==> config.mk <==
export PLATFORM = sky130hd
export DESIGN_NAME = ftt_queue
export DESIGN_NICKNAME = d
export VERILOG_FILES = /design/src/rtl/ftt_pkg.sv /design/src/rtl/ftt_queue.sv
export SDC_FILE = /design/constraint.sdc
export NUM_CORES = 1
export LEC_CHECK = 0
export BUFFER_PORTS_ARGS = -buffer_cell sky130_fd_sc_hd__buf_2
export CORE_MARGIN = 3
export CORE_UTILIZATION = 40
export CTS_CLUSTER_DIAMETER = 30
export CTS_CLUSTER_SIZE = 10
export DETAILED_ROUTE_END_ITERATION = 10
export PLACE_DENSITY = 0.65
export SYNTH_ARGS = -nofsm -noshare
export SYNTH_HDL_FRONTEND = slang
export SYNTH_SLANG_ARGS = --single-unit
==> constraint.sdc <==
create_clock -name clk -period 30.1 [get_ports clk]
set_input_delay 6.02 -clock clk [delete_from_list [all_inputs] [get_ports clk]]
set_output_delay 6.02 -clock clk [all_outputs]
set_load 0.03 [all_outputs]
==> src/rtl/ftt_pkg.sv <==
// Shared types, constants and state rules of the flow table tracker.
package ftt_pkg;

  // Table geometry: buckets and ways are powers of two.
  localparam int BUCKET_BITS = 8;
  localparam int BUCKETS     = 1 << BUCKET_BITS;
  localparam int WAY_BITS    = 2;
  localparam int WAYS        = 1 << WAY_BITS;
  localparam int ENTRY_BITS  = BUCKET_BITS + WAY_BITS;
  localparam int ENTRIES     = 1 << ENTRY_BITS;

  // Item kinds and protocol classes.
  localparam logic       ACT_SWEEP  = 1'b1;
  localparam logic [1:0] PR_ICMP    = 2'd0;
  localparam logic [1:0] PR_UDP     = 2'd1;
  localparam logic [1:0] PR_TCP     = 2'd2;
  localparam logic [1:0] PR_OTHER   = 2'd3;

  // Bit positions in the TCP flag byte.
  localparam int FLAG_FIN = 0;
  localparam int FLAG_SYN = 1;
  localparam int FLAG_RST = 2;
  localparam int FLAG_ACK = 4;

  // Connection states.
  localparam logic [3:0] CS_NONE       = 4'd0;
  localparam logic [3:0] CS_SYN        = 4'd1;
  localparam logic [3:0] CS_SYNACK     = 4'd2;
  localparam logic [3:0] CS_ACK        = 4'd3;
  localparam logic [3:0] CS_RST        = 4'd4;
  localparam logic [3:0] CS_HALF_OPEN  = 4'd5;
  localparam logic [3:0] CS_FIN        = 4'd6;
  localparam logic [3:0] CS_FIN2       = 4'd7;
  localparam logic [3:0] CS_OVERCLOSE  = 4'd8;
  localparam logic [3:0] CS_BLINDSPOOF = 4'd9;
  localparam logic [3:0] CS_PARTIAL    = 4'd10;
  localparam logic [3:0] CS_UDP_OPEN   = 4'd11;
  localparam logic [3:0] CS_UDP_ESTA   = 4'd12;

  // Result status codes.
  localparam logic [1:0] ST_NEW     = 2'd0;
  localparam logic [1:0] ST_CONT    = 2'd1;
  localparam logic [1:0] ST_IGNORED = 2'd2;
  localparam logic [1:0] ST_FULL    = 2'd3;

  // Configuration register indexes.
  localparam logic CFG_UNICAST   = 1'b0;
  localparam logic CFG_BROADCAST = 1'b1;

  typedef struct packed {
    logic        action;
    logic [1:0]  proto_class;
    logic [31:0] src_addr;
    logic [31:0] dst_addr;
    logic [15:0] src_port;
    logic [15:0] dst_port;
    logic [7:0]  tcp_flags;
    logic [15:0] pkt_len;
    logic [31:0] time_sec;
    logic        is_broadcast;
    logic [7:0]  sanity_bits;
  } item_t;

  typedef struct packed {
    logic [1:0]  status;
    logic [31:0] session_number;
    logic [3:0]  conn_state;
    logic        from_client;
    logic [31:0] pkts_out_before;
    logic [31:0] pkts_in_before;
    logic [31:0] last_seen_before;
    logic [10:0] removed_count;
  } result_t;

  // Classified item handed from the front end to the table engine.
  typedef struct packed {
    logic                   sweep;
    logic                   ignore;
    logic                   syn_only;
    logic [1:0]             proto;
    logic [31:0]            src;
    logic [31:0]            dst;
    logic [15:0]            sport;
    logic [15:0]            dport;
    logic [7:0]             flags;
    logic [31:0]            now;
    logic                   bcast;
    logic [7:0]             san;
    logic [BUCKET_BITS-1:0] bucket;
  } cls_t;

  // One session entry of the table.
  typedef struct packed {
    logic [31:0] src;
    logic [31:0] dst;
    logic [15:0] sport;
    logic [15:0] dport;
    logic [1:0]  proto;
    logic [3:0]  cstate;
    logic [31:0] last;
    logic [31:0] cnt_out;
    logic [31:0] cnt_in;
    logic        bcast;
    logic [7:0]  san;
    logic [31:0] id;
  } entry_t;

  typedef enum logic [3:0] {
    B_CLEAR,
    B_IDLE,
    B_ROW,
    B_ROWW,
    B_PRD,
    B_PCHK,
    B_HIT,
    B_INS,
    B_SW_ROW,
    B_SW_RD,
    B_SW_CHK,
    B_SW_WR
  } back_state_t;

  // TCP state transition for a packet that hits an existing session.
  function automatic logic [3:0] tcp_next(input logic [7:0] f, input logic [3:0] s);
    logic fin;
    logic syn;
    logic rst;
    logic ack;
    logic [3:0] r;
    fin = f[FLAG_FIN];
    syn = f[FLAG_SYN];
    rst = f[FLAG_RST];
    ack = f[FLAG_ACK];
    if (ack && s == CS_SYNACK) r = CS_ACK;
    else if (ack && s == CS_ACK) r = CS_ACK;
    else if (syn && ack) r = CS_SYNACK;
    else if (rst && s == CS_ACK) r = CS_RST;
    else if (rst && s == CS_SYNACK) r = CS_HALF_OPEN;
    else if (fin && s == CS_ACK) r = CS_FIN;
    else if (fin && s == CS_FIN) r = CS_FIN2;
    else if ((fin || rst) && (s == CS_FIN2 || s == CS_RST)) r = CS_OVERCLOSE;
    else if (ack && !syn && s == CS_SYN) r = CS_BLINDSPOOF;
    else r = CS_PARTIAL;
    return r;
  endfunction

endpackage

==> src/rtl/ftt_queue.sv <==
// Two-entry queue of classified items between front end and table engine.
module ftt_queue (
  input  logic          clk,
  input  logic          rst,
  input  logic          wr,
  input  ftt_pkg::cls_t wr_data,
  output logic          q_full,
  input  logic          rd,
  output ftt_pkg::cls_t rd_data,
  output logic          q_empty
);
  import ftt_pkg::*;

  cls_t       slots [2];
  logic       wp;
  logic       rp;
  logic [1:0] cnt;

  assign q_full  = (cnt == 2'd2);
  assign q_empty = (cnt == 2'd0);
  assign rd_data = slots[rp];

  // Pointers and fill count.
  always_ff @(posedge clk) begin
    if (rst) begin
      wp  <= 1'b0;
      rp  <= 1'b0;
      cnt <= 2'd0;
    end else begin
      if (wr) wp <= !wp;
      if (rd) rp <= !rp;
      if (wr && !rd) cnt <= cnt + 2'd1;
      else if (rd && !wr) cnt <= cnt - 2'd1;
    end
  end

  always_ff @(posedge clk) begin
    if (wr) begin
      slots[wp] <= wr_data;
    end
  end

endmodule

==> results.sh <==
export IMPL_worstMarginPinSlew_ps=1027
export IMPL_cts_resized_gates=0
export IMPL_relSlewSlack_pct=31.52
export IMPL_rr_worst_depth=2
export IMPL_status="finished, final reports clean"
export IMPL_worst_clock_skew_ps=14.16
export IMPL_firstDrtPassIters=5
export IMPL_tritoncts="done"
export IMPL_dpl_hpwl_um=15430
export IMPL_grt_pass1_vias=6540
export IMPL_gr_total_overflow=0
export IMPL_stdcell_count=1327
export IMPL_die_w_um=179.4
export IMPL_rsz0062_at_grt="no"
export IMPL_fin_crit_sh_pct=30.09
export IMPL_pin_count=322
export IMPL_cts_sinks=321
export IMPL_post_cts_buffers=0
export IMPL_critPathKind="flop to output pin"
export IMPL_setup_viol=0
export IMPL_clk_latency_ps=560
export IMPL_ys_seq_area_share_pct=79.69
export IMPL_nets=1049
export IMPL_syn_area_um2=12030
export IMPL_gr_usage_all_layers_pct=14.36
export IMPL_ys_types=16
export IMPL_placed_cells=1207
export IMPL_vias_per_cell=4.624
export IMPL_total_power_mw=1.325
export IMPL_clockRootBuffer="clkbuf_16"
export IMPL_die_area_um2=32200
export IMPL_ys_ff_latch=321
export IMPL_hold_depth=2
export IMPL_max_cap_viol_count=0
export IMPL_drc=0
export IMPL_rows=62
export IMPL_p_leak_nw=6.295
export IMPL_ant_nets=0
export IMPL_cts_hold_buf=0
export IMPL_synth_fp_nets=677
export IMPL_area_growth_syn_to_layout_pct=33.06
export IMPL_hold_class="flop to flop"
export IMPL_maxSlewViolCount=0
export IMPL_cts_buffers=61
export IMPL_peakVddDrop_mv=0.05217
export IMPL_fin_crit_ps=9056
export IMPL_worstPathRequired_ps=24080
export IMPL_yosys_area_top_type="edfxtp_1"
export IMPL_syn_inst=514
export IMPL_clkTransAtPathRegs_ps=40
export IMPL_setup_worst_path_end_class="output pin"
export IMPL_drive_gt1_share_pct=62.43
export IMPL_pre_cts_ws_ps=21540
export IMPL_finalSetupTns_ps=0
export IMPL_core_area_um2=29170
export IMPL_critPathMaxFanout=61
export IMPL_antenna_found_initial=11
export IMPL_cts_htree_levels=2
export IMPL_wire_per_inst_um=18.17
export IMPL_numPortBuffers=321
export IMPL_num_vias=6136
export IMPL_dr_first_iter_drc_count=311
export IMPL_grt_pass1_wl_um=36750
export IMPL_grt_max_degree=71
export IMPL_finalWorstSetupSlack_ps=21040
export IMPL_place_congestion=0.6981
export IMPL_fmax_ghz=0.1104
export IMPL_yosysWarnings=0
export IMPL_start_util_pct=41.25
export IMPL_yosys_area_top_type_share_pct=78.86
export IMPL_cts_path_max_buffers=3
export IMPL_syn_area_per_cell_um2=23.41
export IMPL_hold_violations=0
export IMPL_drt_wl_total_um=24120
export IMPL_critPathArrivalTime_ps=3040
export IMPL_die_y_um=179.4
export IMPL_synthTopCellsByArea="edfxtp_1 (79%), mux2_4 (12%), mux2_2 (5.4%)"
export IMPL_cp_start_kind="flop"
export IMPL_power_density_nw_per_um2=82.75
==> stage by stage <==
stage	instance area [µm²]	hold WS [ps]	util [%]
finish	16010	503.0	54.89
global route	16010	534.5	54.89
CTS	16000	503.0	54.84
detailed placement	13990	491.4	47.98
global placement	13990	490.4	47.98
floorplan	12030	460.8	-
==> layout make-up <==
class	instances	area, µm²
Clock buffer	69	1556
Timing Repair Buffer	327	1652
Fill cell	2354	13160
Multi-Input combinational cell	174	2266
Tap cell	384	480.5
Sequential cell	321	9593
Antenna cell	6	15.01
Inverter	1	3.754
Clock inverter	45	444.2
==> kinds of logic (layout without fill, tap and decap cells) <==
group | after synthesis | after routing | share of synthesized area [%]
AOI/OAI and AO/OA | 2 | 2 | 0.08311
xor gates and xnor gates | 4 | 4 | 0.2912
muxes | 158 | 158 | 17.91
buffers and inverters | 19 | 442 | 1.560
and+or+nand+nor | 9 | 9 | 0.3640
other | 0 | 6 | 0
DFF | 321 | 321 | 79.69
adders and majority gates | 1 | 1 | 0.1040
==> per-layer routing <==
layer  GRT usage, %  vias up  share of wire, %
met1          16.81     2988                39
met2          23.52      248                49
met3          5.922       60               8.7
met5              0        -              0.27
li1               -     2830                 -
met4          6.002       10               2.5
==> synthesized netlist by cell type <==
cell type	n
dfxtp_1	5
a21oi_1	1
mux2_4	100
mux2_2	58
xor2_1	2
inv_1	1
buf_6	15
xnor2_1	2
buf_2	3
nor2b_1	2
nor2_1	5
edfxtp_1	316
o21ai_0	1
or3_1	1
ha_1	1
and2_1	1
==> power breakdown <==
group / switching (mW) / internal, mW / total [mW] / leakage (nW)
clock: 0.218 / 0.423 / 0.641 / 0.970
sequential: 0.00972 / 0.524 / 0.533 / 3.01
combinational: 0.0926 / 0.0575 / 0.150 / 2.32
==> cells in the final DEF (no fill, tap or decap), drive strengths merged <==
cell type / Yosys / routed
mux2: 158 / 158
buf: 18 / 327
inv: 1 / 9
xnor2: 2 / 2
o21ai: 1 / 1
diode: 0 / 6
and2: 1 / 1
clkinvlp: 0 / 5
edfxtp: 316 / 316
nor2b: 2 / 2
clkbuf: 0 / 69
xor2: 2 / 2
clkinv: 0 / 26
or3: 1 / 1
nor2: 5 / 5
a21oi: 1 / 1
bufinv: 0 / 6
ha: 1 / 1
dfxtp: 5 / 5
==> state kept, by name, indices dropped and copies added (netlist names), named ones only <==
| name | count |
|---|---|
| slots | 316 |
| cnt | 2 |
| rp | 1 |
| wp | 1 |
==> path summary, 6_finish.rpt <==
kind / from / end / slack, ps
worst max register to register: wp / slots[0][6] / 27770
worst min register to register: rp / flop / 500
worst min-delay path: rp / flop / 500
worst max-delay path: flop / rd_data[18] / 21040
==> critical path: stages (launching register included) <==
cell	delay [ps]
dfxtp_4	930
buf_4	890
mux2_2	420
buf_2	180
Power figures use the tool's default switching activity.
