--- src/rtl/ftt_pkg.sv ---
// Shared types, constants and state rules of the flow table tracker.
package ftt_pkg;

  // Table geometry: buckets and ways are powers of two.
  localparam int BUCKET_BITS = 8;
  localparam int BUCKETS     = 1 << BUCKET_BITS;
  localparam int WAY_BITS    = 2;
  localparam int WAYS        = 1 << WAY_BITS;
  localparam int ENTRY_BITS  = BUCKET_BITS + WAY_BITS;
  localparam int ENTRIES     = 1 << ENTRY_BITS;

  // Item kinds and protocol classes.
  localparam logic       ACT_SWEEP  = 1'b1;
  localparam logic [1:0] PR_ICMP    = 2'd0;
  localparam logic [1:0] PR_UDP     = 2'd1;
  localparam logic [1:0] PR_TCP     = 2'd2;
  localparam logic [1:0] PR_OTHER   = 2'd3;

  // Bit positions in the TCP flag byte.
  localparam int FLAG_FIN = 0;
  localparam int FLAG_SYN = 1;
  localparam int FLAG_RST = 2;
  localparam int FLAG_ACK = 4;

  // Connection states.
  localparam logic [3:0] CS_NONE       = 4'd0;
  localparam logic [3:0] CS_SYN        = 4'd1;
  localparam logic [3:0] CS_SYNACK     = 4'd2;
  localparam logic [3:0] CS_ACK        = 4'd3;
  localparam logic [3:0] CS_RST        = 4'd4;
  localparam logic [3:0] CS_HALF_OPEN  = 4'd5;
  localparam logic [3:0] CS_FIN        = 4'd6;
  localparam logic [3:0] CS_FIN2       = 4'd7;
  localparam logic [3:0] CS_OVERCLOSE  = 4'd8;
  localparam logic [3:0] CS_BLINDSPOOF = 4'd9;
  localparam logic [3:0] CS_PARTIAL    = 4'd10;
  localparam logic [3:0] CS_UDP_OPEN   = 4'd11;
  localparam logic [3:0] CS_UDP_ESTA   = 4'd12;

  // Result status codes.
  localparam logic [1:0] ST_NEW     = 2'd0;
  localparam logic [1:0] ST_CONT    = 2'd1;
  localparam logic [1:0] ST_IGNORED = 2'd2;
  localparam logic [1:0] ST_FULL    = 2'd3;

  // Configuration register indexes.
  localparam logic CFG_UNICAST   = 1'b0;
  localparam logic CFG_BROADCAST = 1'b1;

  typedef struct packed {
    logic        action;
    logic [1:0]  proto_class;
    logic [31:0] src_addr;
    logic [31:0] dst_addr;
    logic [15:0] src_port;
    logic [15:0] dst_port;
    logic [7:0]  tcp_flags;
    logic [15:0] pkt_len;
    logic [31:0] time_sec;
    logic        is_broadcast;
    logic [7:0]  sanity_bits;
  } item_t;

  typedef struct packed {
    logic [1:0]  status;
    logic [31:0] session_number;
    logic [3:0]  conn_state;
    logic        from_client;
    logic [31:0] pkts_out_before;
    logic [31:0] pkts_in_before;
    logic [31:0] last_seen_before;
    logic [10:0] removed_count;
  } result_t;

  // Classified item handed from the front end to the table engine.
  typedef struct packed {
    logic                   sweep;
    logic                   ignore;
    logic                   syn_only;
    logic [1:0]             proto;
    logic [31:0]            src;
    logic [31:0]            dst;
    logic [15:0]            sport;
    logic [15:0]            dport;
    logic [7:0]             flags;
    logic [31:0]            now;
    logic                   bcast;
    logic [7:0]             san;
    logic [BUCKET_BITS-1:0] bucket;
  } cls_t;

  // One session entry of the table.
  typedef struct packed {
    logic [31:0] src;
    logic [31:0] dst;
    logic [15:0] sport;
    logic [15:0] dport;
    logic [1:0]  proto;
    logic [3:0]  cstate;
    logic [31:0] last;
    logic [31:0] cnt_out;
    logic [31:0] cnt_in;
    logic        bcast;
    logic [7:0]  san;
    logic [31:0] id;
  } entry_t;

  typedef enum logic [3:0] {
    B_CLEAR,
    B_IDLE,
    B_ROW,
    B_ROWW,
    B_PRD,
    B_PCHK,
    B_HIT,
    B_INS,
    B_SW_ROW,
    B_SW_RD,
    B_SW_CHK,
    B_SW_WR
  } back_state_t;

  // TCP state transition for a packet that hits an existing session.
  function automatic logic [3:0] tcp_next(input logic [7:0] f, input logic [3:0] s);
    logic fin;
    logic syn;
    logic rst;
    logic ack;
    logic [3:0] r;
    fin = f[FLAG_FIN];
    syn = f[FLAG_SYN];
    rst = f[FLAG_RST];
    ack = f[FLAG_ACK];
    if (ack && s == CS_SYNACK) r = CS_ACK;
    else if (ack && s == CS_ACK) r = CS_ACK;
    else if (syn && ack) r = CS_SYNACK;
    else if (rst && s == CS_ACK) r = CS_RST;
    else if (rst && s == CS_SYNACK) r = CS_HALF_OPEN;
    else if (fin && s == CS_ACK) r = CS_FIN;
    else if (fin && s == CS_FIN) r = CS_FIN2;
    else if ((fin || rst) && (s == CS_FIN2 || s == CS_RST)) r = CS_OVERCLOSE;
    else if (ack && !syn && s == CS_SYN) r = CS_BLINDSPOOF;
    else r = CS_PARTIAL;
    return r;
  endfunction

endpackage

--- src/rtl/ftt_front.sv ---
// Front end: accepts items, computes the bucket hash and classifies them.
module ftt_front (
  input  logic          clk,
  input  logic          rst,
  input  logic          push,
  output logic          full,
  input  ftt_pkg::item_t item,
  input  logic          hold,
  output logic          q_push,
  output ftt_pkg::cls_t q_data,
  input  logic          q_full
);
  import ftt_pkg::*;

  logic        s0_v;
  item_t       s0;
  logic        s1_v;
  cls_t        s1;
  logic [31:0] s1_prod;
  logic [16:0] s1_sum;

  logic        take;
  logic        adv1;
  logic [15:0] sp;
  logic [15:0] dp;
  logic [31:0] prod;
  logic [16:0] sum;
  cls_t        s0c;
  logic [31:0] key;

  // Multiply by the protocol class, which is at most three.
  function automatic logic [31:0] mul_class(input logic [31:0] x, input logic [1:0] p);
    logic [31:0] a;
    logic [31:0] b;
    a = p[0] ? x : 32'd0;
    b = p[1] ? {x[30:0], 1'b0} : 32'd0;
    return a + b;
  endfunction

  // Handshake and stall control of the two stages.
  assign adv1   = !s1_v || !q_full;
  assign q_push = s1_v && !q_full;
  assign full   = hold || (s0_v && !adv1);
  assign take   = push && !full;

  // Stage 0: ports are zero for icmp; the port product gets its own register.
  always_comb begin
    sp           = (s0.proto_class == PR_ICMP) ? 16'd0 : s0.src_port;
    dp           = (s0.proto_class == PR_ICMP) ? 16'd0 : s0.dst_port;
    prod         = sp * dp;
    sum          = {1'b0, sp} + {1'b0, dp};
    s0c.sweep    = (s0.action == ACT_SWEEP);
    s0c.ignore   = (s0.action != ACT_SWEEP) && (s0.proto_class == PR_OTHER);
    s0c.syn_only = (s0.proto_class == PR_TCP) && s0.tcp_flags[FLAG_SYN] &&
                   !s0.tcp_flags[FLAG_ACK];
    s0c.proto    = s0.proto_class;
    s0c.src      = s0.src_addr;
    s0c.dst      = s0.dst_addr;
    s0c.sport    = sp;
    s0c.dport    = dp;
    s0c.flags    = s0.tcp_flags;
    s0c.now      = s0.time_sec;
    s0c.bcast    = s0.is_broadcast;
    s0c.san      = s0.sanity_bits;
    s0c.bucket   = '0;
  end

  // Stage 1: the key is symmetric in the endpoints, so the reverse bucket
  // always equals the forward bucket.
  always_comb begin
    key = {16'd0, s1.src[31:16]} + {16'd0, s1.dst[31:16]} +
          mul_class(s1_prod, s1.proto) + mul_class({15'd0, s1_sum}, s1.proto);
    q_data        = s1;
    q_data.bucket = key[BUCKET_BITS-1:0];
  end

  always_ff @(posedge clk) begin
    if (rst) begin
      s0_v <= 1'b0;
      s1_v <= 1'b0;
    end else begin
      s0_v <= take || (s0_v && !adv1);
      if (adv1) begin
        s1_v <= s0_v;
      end
    end
  end

  always_ff @(posedge clk) begin
    if (take) begin
      s0 <= item;
    end
    if (adv1) begin
      s1      <= s0c;
      s1_prod <= prod;
      s1_sum  <= sum;
    end
  end

endmodule

--- config.mk ---
export PLATFORM = sky130hd
export DESIGN_NAME = ftt_front
export DESIGN_NICKNAME = d
export VERILOG_FILES = /design/src/rtl/ftt_pkg.sv /design/src/rtl/ftt_front.sv
export SDC_FILE = /design/constraint.sdc
export NUM_CORES = 1
export LEC_CHECK = 0
export ABC_AREA = 1
export ABC_CLOCK_PERIOD_IN_PS = 24900
export BUFFER_PORTS_ARGS = -buffer_cell sky130_fd_sc_hd__buf_2
export CORE_ASPECT_RATIO = 1.2
export CORE_MARGIN = 4
export CORE_UTILIZATION = 46
export DETAILED_ROUTE_END_ITERATION = 10
export PLACE_DENSITY = 0.73
export SLEW_MARGIN = 40
export SYNTH_ARGS = -nofsm -noshare
export SYNTH_HDL_FRONTEND = slang
export SYNTH_SLANG_ARGS = --single-unit
--- constraint.sdc ---
create_clock -name clk -period 24.9 [get_ports clk]
set_clock_uncertainty 0.15 [all_clocks]
set_input_delay 1.245 -clock clk [delete_from_list [all_inputs] [get_ports clk]]
set_output_delay 1.245 -clock clk [all_outputs]
set_load 0.005 [all_outputs]
==> metrics.txt, run 1 <==
final worst slack 19.12 ns; CP peak stage delay 0.75 ns; required time of the critical path around 24 ns; HP Start s0[155]; Die Area 0.0293 mm2; top-count cell post-synth edfxtp_1; top_reg_cell synth edfxtp_1; switching power 299 uW; antenna violations before repair 5; CTS tree done; Max VDD drop 88.2 uV; Synth Instances around 770; number of enable flip-flop cells after synthesis approximately 310; Crit-path slowest cell edfxtp_1; fin nets roughly 1300; number of global-route vias before repair slightly above 7000; Layout fillers 2038; Core Region approximately 0.026 mm2; worst slew pin tran 0.697 ns; clk_lat worst skew 0.54 ns; Netlist cell types 25; sequential area share after synthesis 0.774; most used cell, CP nand2_1; Crit Path Max Fanout 16; post-synthesis register bit count 316; placement-stage cell area 0.0143 mm2; RSZ-0062 raised after global routing no; period utilisation layout 0.232; crit-path cells nand2_1 > fa_1 > inv_1 > fa_1 > inv_1 > fa_1 > inv_1 > ha_1 > a21oi_1 > nand2_1 > nand2_1 > nand2_1 > a21oi_1 > nand3b_1 > nand2_1 > buf_2; DRC 0; FF-to-FF setup slack 20.10 ns; # Max-Cap Violations 0; asr flop ratio synth 0; hold depth 0; Startpoint Class flip-flop; Area Growth Syn to Fin 24.8%; Max Freq 173 MHz; height of the die about 190 um; Avg WL per Cell 17.1 um; Worst R2R Path Depth 22; met1 usage 0.199; site row count 65; sw frac 0.234; Vias 6824; final setup violating endpoints 0; GR Util met2 0.295; Gate power share 0.153; met3 Use GR 0.0661; HP Class reg2reg; outcome finished, final reports clean; IO Count 329; final wirelength 25100 um; worst r2r src s0[162]; root buf cell clkbuf_16; Syn Std Cell Area around 0.012 mm2; Finished Layout Cells about 1500; syn nets roughly 1000; hold_buf cts 0; Setup crit end kind output pin; CP arrival 4.38 ns; drt pass-1 iters 4; Internal Power 983 uW; leakage power 0.00680 uW; Vias/cell 4.65; Placer Congestion 0.859; # resized after CTS 0; htree depth 1; synth top area cells edfxtp_1, fa_1, inv_1; CTS Buf Count 30; Post-CTS Setup Bufs 0; Bufs and invs on worst path 4; final non-filler cell area ~0.015 mm2; power per standard cell area 84.0 mW/mm2; crit path kind reg2out; first-pass GRT wire length 39000 um; GRT Resource Usage Total 0.171; maximum clock insertion buffer count 3; total negative setup slack 0 ns; Congestion Overflow GR 0; max_slew headroom 0.535; Reg power frac 0.491; hold endpoint q_data[147]; die width 157 um; I/O Buffers 312; 1st-iter DRT viols 305; Crit path max-delay family adder cells; Worst-path clk slew 0.06 ns; largest net degree at the start of global routing 76; fin. max-slew vios 0; Critical R2R Capture s1_prod[7]; clock sink count 316; Initial Utilization 0.465; share of the synthesized area in the top cell type 0.771; Fin. Hold Viols 0; pre-CTS setup slack approximately 20 ns; commonest cells in the netlist edfxtp_1, inv_1, nand2_1; Top Usage Layer GRT met2; Mapped Avg Cell Area 15.9 um2; share of cells above drive strength 1 0.324; warnings from Yosys 0; final hold slack 0.265 ns; clock share of power 0.356; DP HPWL about 18000 um; Placed Cells 1413; post-route ant nets 0; area leader, netlist edfxtp_1; minimum clock period 5.78 ns
## how the worst max path moves through the flow
stage                start        end  slack [ns]  cells after the start
2_1_floorplan       q_full      s0[0]       12.56                      4
3_3_place_gp   q_data[154]  q_data[7]       19.73                     16
3_5_place_dp   q_data[154]  q_data[7]       19.68                     16
4_1_cts        q_data[154]  q_data[7]       19.07                     16
5_1_grt        q_data[154]  q_data[7]       18.76                     16
6_report       q_data[154]  q_data[7]       19.12                     16
## flip-flops by register name (all words and copies together), names as in the netlist
name     cells
q_data     150
s0         148
s1_prod      8
s1_sum       8
s0_v         1
s1_v         1
## power groups by stage
stage                     Clock, uW  Sequential (uW)  Combinational, uW
after floorplan                   0              643                120
after detailed placement          0              641                198
after global placement            0              640                191
after global routing            496              633                229
after CTS                       468              630                199
final                           457              630                196
## routing by layer
metal  wire, um  share of wire  vias to the layer above
met5         28         0.0011                        -
met1       8890           0.35                     3228
li1           -              -                     3270
met3       2690           0.11                       51
met2      12800           0.51                      269
met4        641          0.026                        6
## final cells by class
| class | count | area [um2] | share of cell area |
|---|---|---|---|
| flip-flops and latches | 316 | 9470 | 0.620 |
| diodes | 2 | 5.00 | 0.000328 |
| clock buffers | 39 | 806 | 0.0528 |
| inverters | 153 | 574 | 0.0376 |
| repair buffers | 317 | 1630 | 0.107 |
| well taps | 335 | 419 | 0.0275 |
| multi-input cells | 292 | 2170 | 0.142 |
| clock inverters | 13 | 186 | 0.0122 |
## metrics by stage
step | total power [uW] | util
floorplan | 763 | -
global placement | 831 | 0.541
detailed placement | 839 | 0.543
CTS | 1300 | 0.580
global route | 1360 | 0.581
finish | 1280 | 0.581
## placed cells by master (no fill, tap or decap), types with 8 or more instances in the layout
cell type / count
a21oi_1: 11
fa_1: 38
nor2_1: 50
clkbuf_1: 8
inv_1: 153
nand2_1: 100
buf_2: 312
xor2_1: 10
nand3_1: 25
edfxtp_1: 314
ha_1: 30
clkbuf_16: 31
## kinds of logic after synthesis
| group | Yosys count | synth area share |
|---|---|---|
| DFF | 316 | 0.774 |
| AOI/OAI and AO/OA | 17 | 0.00737 |
| xor gates and xnor gates | 15 | 0.0107 |
| adders and majority gates | 68 | 0.0929 |
| buffers and inverters | 159 | 0.0495 |
| and+or+nand+nor | 192 | 0.0650 |
(Power assumes the default switching activity.)
==> run 2, diff against run 1 <==
--- a/config.mk
+++ b/config.mk
@@ -6,13 +6,13 @@
 export NUM_CORES = 1
 export LEC_CHECK = 0
 export ABC_AREA = 1
-export ABC_CLOCK_PERIOD_IN_PS = 24900
+export ABC_CLOCK_PERIOD_IN_PS = 5300
 export BUFFER_PORTS_ARGS = -buffer_cell sky130_fd_sc_hd__buf_2
 export CORE_ASPECT_RATIO = 1.2
 export CORE_MARGIN = 4
 export CORE_UTILIZATION = 46
 export DETAILED_ROUTE_END_ITERATION = 10
-export PLACE_DENSITY = 0.73
+export PLACE_DENSITY = 0.76
 export SLEW_MARGIN = 40
 export SYNTH_ARGS = -nofsm -noshare
 export SYNTH_HDL_FRONTEND = slang
==> constraint.sdc (replaced) <==
create_clock -name clk -period 5.3 [get_ports clk]
set_clock_uncertainty 0.15 [all_clocks]
set_input_delay 0.265 -clock clk [delete_from_list [all_inputs] [get_ports clk]]
set_output_delay 0.265 -clock clk [all_outputs]
set_load 0.005 [all_outputs]
==> metrics.txt, run 2 (same netlist as run 1, synthesis figures left out) <==
Die Area 0.0293 mm2 (unchanged); minimum clock period 4.82 ns; crit-path cells nand2_1 > fa_1 > inv_1 > fa_1 > inv_1 > fa_1 > inv_1 > ha_1 > a21oi_1 > nand2_1 > nand2_1 > nand2_1 > a21oi_1 > nand3b_1 > nand2_1 > buf_2; root buf cell clkbuf_16; required time of the critical path 4.89 ns (-18.61 ns); max_slew headroom 0.497 (-0.0379); met3 Use GR 0.0677 (+0.00162); most common cell after layout, fill and taps aside edfxtp_1; htree depth 1 (unchanged); Crit-path slowest cell edfxtp_1; I/O Buffers 312 (unchanged); Worst-path clk slew 0.06 ns (about the same); Crit Path Max Fanout 16 (unchanged); RSZ-0062 raised after global routing no; antenna violations before repair 0 (-5); Initial Utilization 0.465 (unchanged); first-pass GRT wire length 43600 um (+12%); Setup crit end kind output pin; DP HPWL 18200 um (-1.2%); Top Usage Layer GRT met2; Vias 7461 (+9.3%); post-route ant nets 0 (unchanged); met1 usage 0.212 (+0.0129); clock sink count 316 (unchanged); Congestion Overflow GR 0 (unchanged); largest net degree at the start of global routing 90 (+18%); GR Util met2 0.344 (+0.0489); HP Class reg2reg; CP peak stage delay 0.75 ns (about the same); number of global-route vias before repair 8138 (+12%); final setup violating endpoints 0 (unchanged); outcome finished, final reports clean; fin nets 1498 (+11%); share of cells above drive strength 1 0.292 (-0.0324); final wirelength 28500 um (+14%); GRT Resource Usage Total 0.192 (+0.0212); Fin. Hold Viols 0 (unchanged); 1st-iter DRT viols 347 (+14%); height of the die 187 um (unchanged); Avg WL per Cell 17.6 um (+3.2%); crit path kind reg2out; Vias/cell 4.61 (-0.93%); most used cell, CP nand2_1; Layout fillers 1861 (-8.7%); drt pass-1 iters 5 (+1); IO Count 329 (unchanged); Core Region 0.0263 mm2 (unchanged); Area Growth Syn to Fin 36.6%; Startpoint Class flip-flop; total negative setup slack 0 ns (unchanged); die width 157 um (unchanged); worst slew pin tran 0.754 ns (+0.0569 ns); Post-CTS Setup Bufs 0 (unchanged); DRC 0 (unchanged); maximum clock insertion buffer count 3 (unchanged); Max Freq 208 MHz; leakage power 0.00740 uW (+8.8%); overall power 6050 uW (+370%); fin. max-slew vios 0 (unchanged); site row count 65 (unchanged); clk_lat worst skew 0.54 ns (about the same); # Max-Cap Violations 0 (unchanged); CP arrival 4.40 ns (+0.02 ns); commonest cells after routing, fill and taps aside edfxtp_1, buf_2, inv_1; Placer Congestion 0.844 (-1.8%); Max VDD drop 308 uV (+250%); max FFs per register 150 (unchanged); CTS tree done; CTS Buf Count 29 (-3.3%); power per standard cell area 362 mW/mm2 (+330%); period utilisation layout 0.909
[run 2: routing by layer]
layer | part of all wire | wire length, um
met1 | 0.36 | 10300
met2 | 0.51 | 14700
met3 | 0.096 | 2740
met4 | 0.030 | 856
met5 | 0 | 0
[run 2: critical path: cells and delay by family (launching register included)]
| family | cells | cell delay [ns] |
|---|---|---|
| buf+inv | 4 | 0.27 |
| compound gates | 2 | 0.35 |
| simple gates | 6 | 0.56 |
| fa+ha+maj | 4 | 1.91 |
| flops | 1 | 0.75 |
[run 2: path summary, 6_finish.rpt]
path | startpoint | endpoint | slack [ns] | cells after the start
max | q_data[154] | q_data[7] | 0.48 | 16
min | s0[16] | q_data[24] | 0.27 | 0
max reg2reg | s0[162] | s1_prod[7] | 0.84 | 21
min reg2reg | s0[16] | q_data[24] | 0.27 | 0
[run 2: repair_timing]
action	in CTS	in global routing
hold buffers	149	0
gates resized for setup	0	0
endpoints found under the setup margin	0	0
hold endpoints to repair	150	0
[run 2: through the flow]
| step | area, um2 | hold slack [ns] | cells | worst slack, ns | util |
|---|---|---|---|---|---|
| global route | 16700 | 0.269 | 1618 | 0.188 | 0.636 |
| floorplan | 12200 | 0.184 | 767 | 0.562 | - |
| finish | 16700 | 0.268 | 1619 | 0.481 | 0.636 |
| CTS | 16700 | 0.255 | 1618 | 0.401 | 0.636 |
| global placement | 14300 | 0.250 | 1416 | 0.898 | 0.543 |
| detailed placement | 14300 | 0.255 | 1416 | 0.874 | 0.543 |
[run 2: where the power goes]
group,internal [uW],leakage [uW],total (uW),switching [uW]
clock network,1180,0.000464,2070,894
registers,2910,0.00317,2960,54.5
logic,477,0.00376,1010,535
total,4560,0.00740,6050,1480
[run 2: cell type report]
type                    instances  area, um2  share of cell area
diodes                          1       2.50            0.000150
flip-flops and latches        316       9470               0.567
multi-input cells             292       2180               0.130
repair buffers                469       3120               0.187
inverters                     153        574              0.0344
clock inverters                19        181              0.0109
clock buffers                  34        764              0.0458
well taps                     335        419              0.0251
==> run 3, diff against run 2 <==
--- a/config.mk
+++ b/config.mk
@@ -12,7 +12,7 @@
 export CORE_MARGIN = 4
 export CORE_UTILIZATION = 46
 export DETAILED_ROUTE_END_ITERATION = 10
-export PLACE_DENSITY = 0.76
+export PLACE_DENSITY = 0.74
 export SLEW_MARGIN = 40
 export SYNTH_ARGS = -nofsm -noshare
 export SYNTH_HDL_FRONTEND = slang
==> metrics.txt, run 3 (same netlist as run 1, synthesis figures left out) <==
final wirelength 28300 um (-0.69%); clock share of power 0.343 (about the same); drt pass-1 iters 4 (-1); total negative setup slack 0 ns (unchanged); height of the die 187 um (unchanged); pre-CTS setup slack 0.775 ns (-0.0987 ns); largest net degree at the start of global routing 87 (-3.3%); worst r2r src s0[162]; IO Count 329 (unchanged); outcome finished, final reports clean; Vias/cell 4.65 (+0.96%); Critical R2R Capture s1_prod[7]; Worst-path clk slew 0.06 ns (about the same); CP arrival 4.33 ns (-0.07 ns); Area Growth Syn to Fin 36.6% (about the same); fin. max-slew vios 0 (unchanged); die width 157 um (unchanged); leakage power 0.00739 uW (-0.20%); most common cell after layout, fill and taps aside edfxtp_1; Avg WL per Cell 17.5 um (-0.50%); worst slew pin tran 0.764 ns (+0.00966 ns); HP Class in2reg; share of cells above drive strength 1 0.288 (-0.00333); minimum clock period 4.75 ns (-0.0737 ns); Initial Utilization 0.465 (unchanged); htree depth 1 (unchanged); Startpoint Class flip-flop; Gate power share 0.166 (about the same); 1st-iter DRT viols 345 (-0.58%); number of global-route vias before repair 8086 (-0.64%); antenna violations before repair 4 (+4); FF-to-FF setup slack 0.77 ns (-0.07 ns); final worst slack 0.555 ns (+0.0737 ns); required time of the critical path 4.89 ns (about the same); Worst R2R Path Depth 21 (unchanged); Fin. Hold Viols 0 (unchanged); post-route ant nets 0 (unchanged); power per standard cell area 362 mW/mm2 (-0.14%); Max Freq 211 MHz (+1.6%); HP Start push; Reg power frac 0.490 (about the same); max_slew headroom 0.491 (-0.00644); Max VDD drop 340 uV (+10%); Vias 7519 (+0.78%); root buf cell clkbuf_16; final setup violating endpoints 0 (unchanged); CTS tree done; first-pass GRT wire length 43500 um (about the same); hold endpoint s0[142]; clock sink count 316 (unchanged); Crit Path Max Fanout 16 (unchanged); site row count 65 (unchanged); hold depth 3 (+3); Core Region 0.0263 mm2 (unchanged); Die Area 0.0293 mm2 (unchanged); GRT Resource Usage Total 0.192 (-0.000285); commonest cells after routing, fill and taps aside edfxtp_1, buf_2, inv_1; maximum clock insertion buffer count 3 (unchanged); fin nets 1495 (-0.20%); # resized after CTS 0 (unchanged); CTS Buf Count 29 (unchanged); DRC 0 (unchanged); Placer Congestion 0.855 (+1.3%); Congestion Overflow GR 0 (unchanged); RSZ-0062 raised after global routing no; # Max-Cap Violations 0 (unchanged); crit path kind reg2out; period utilisation layout 0.895 (-0.0139); sw frac 0.242 (-0.00303); clk_lat worst skew 0.54 ns (about the same); I/O Buffers 312 (unchanged); Setup crit end kind output pin; max FFs per register 150 (unchanged); Internal Power 4580 uW (+0.28%); DP HPWL 18100 um (-0.44%); switching power 1460 uW (-1.4%)
## run 3: timing repair
action,CTS,global route
setup buffers,0,0
setup endpoints to repair,0,0
hold buffers,149,0
endpoints found under the hold margin,150,0
## run 3: cell type report
| type | instances | area (um2) |
|---|---|---|
| multi-input combinational | 292 | 2180 |
| timing repair buffer | 466 | 3120 |
| clock buffer | 31 | 733 |
| fill | 1882 | 9560 |
| inverter | 153 | 574 |
| sequential | 316 | 9470 |
| antenna | 4 | 10.0 |
| tap | 335 | 419 |
| clock inverter | 19 | 205 |
## run 3: per-stage QoR
stage | cell area (um2) | util | power (uW) | hold slack, ns | instances
global route | 16700 | 0.636 | 6360 | 0.0892 | 1616
floorplan | 12200 | - | 3570 | 0.184 | 767
finish | 16700 | 0.636 | 6040 | 0.100 | 1616
detailed placement | 14300 | 0.543 | 3940 | 0.255 | 1413
CTS | 16700 | 0.636 | 6080 | 0.0727 | 1612
global placement | 14300 | 0.543 | 3900 | 0.250 | 1413
## run 3: power by group through the flow
stage / combinational, uW / sequential (uW) / clock, uW
after floorplan: 564 / 3010 / 0
after global placement: 894 / 3010 / 0
after detailed placement: 925 / 3010 / 0
after CTS: 1020 / 2960 / 2110
after global routing: 1160 / 2970 / 2230
final: 1010 / 2960 / 2070
## run 3: metal layers
layer / GRT usage / vias to the layer above / part of all wire
li1: - / 3574 / -
met1: 0.217 / 3590 / 0.34
met2: 0.340 / 316 / 0.53
met3: 0.0666 / 39 / 0.10
met4: 0.0591 / 0 / 0.027
met5: 0 / - / 0
## run 3: critical path, stage by stage, from the launching register on
cell and delay [ns]:
edfxtp_1 0.72, nand2_1 0.13, fa_1 0.50, inv_1 0.05, fa_1 0.53, inv_1 0.06
fa_1 0.53, inv_1 0.05, ha_1 0.34, a21oi_1 0.14, nand2_1 0.09, nand2_1 0.07
nand2_1 0.05, a21oi_1 0.20, nand3b_1 0.14, nand2_1 0.06, buf_2 0.12
## run 3: worst max-delay path by stage
stage                start         end  slack, ns  cells past startpoint
3_3_place_gp       s0[162]  s1_prod[7]       0.83                     21
6_report       q_data[154]   q_data[7]       0.55                     16
4_1_cts        q_data[154]   q_data[7]       0.45                     16
3_5_place_dp       s0[162]  s1_prod[7]       0.78                     21
2_1_floorplan         s1_v       s0[0]       0.56                      4
5_1_grt        q_data[154]   q_data[7]       0.29                     16
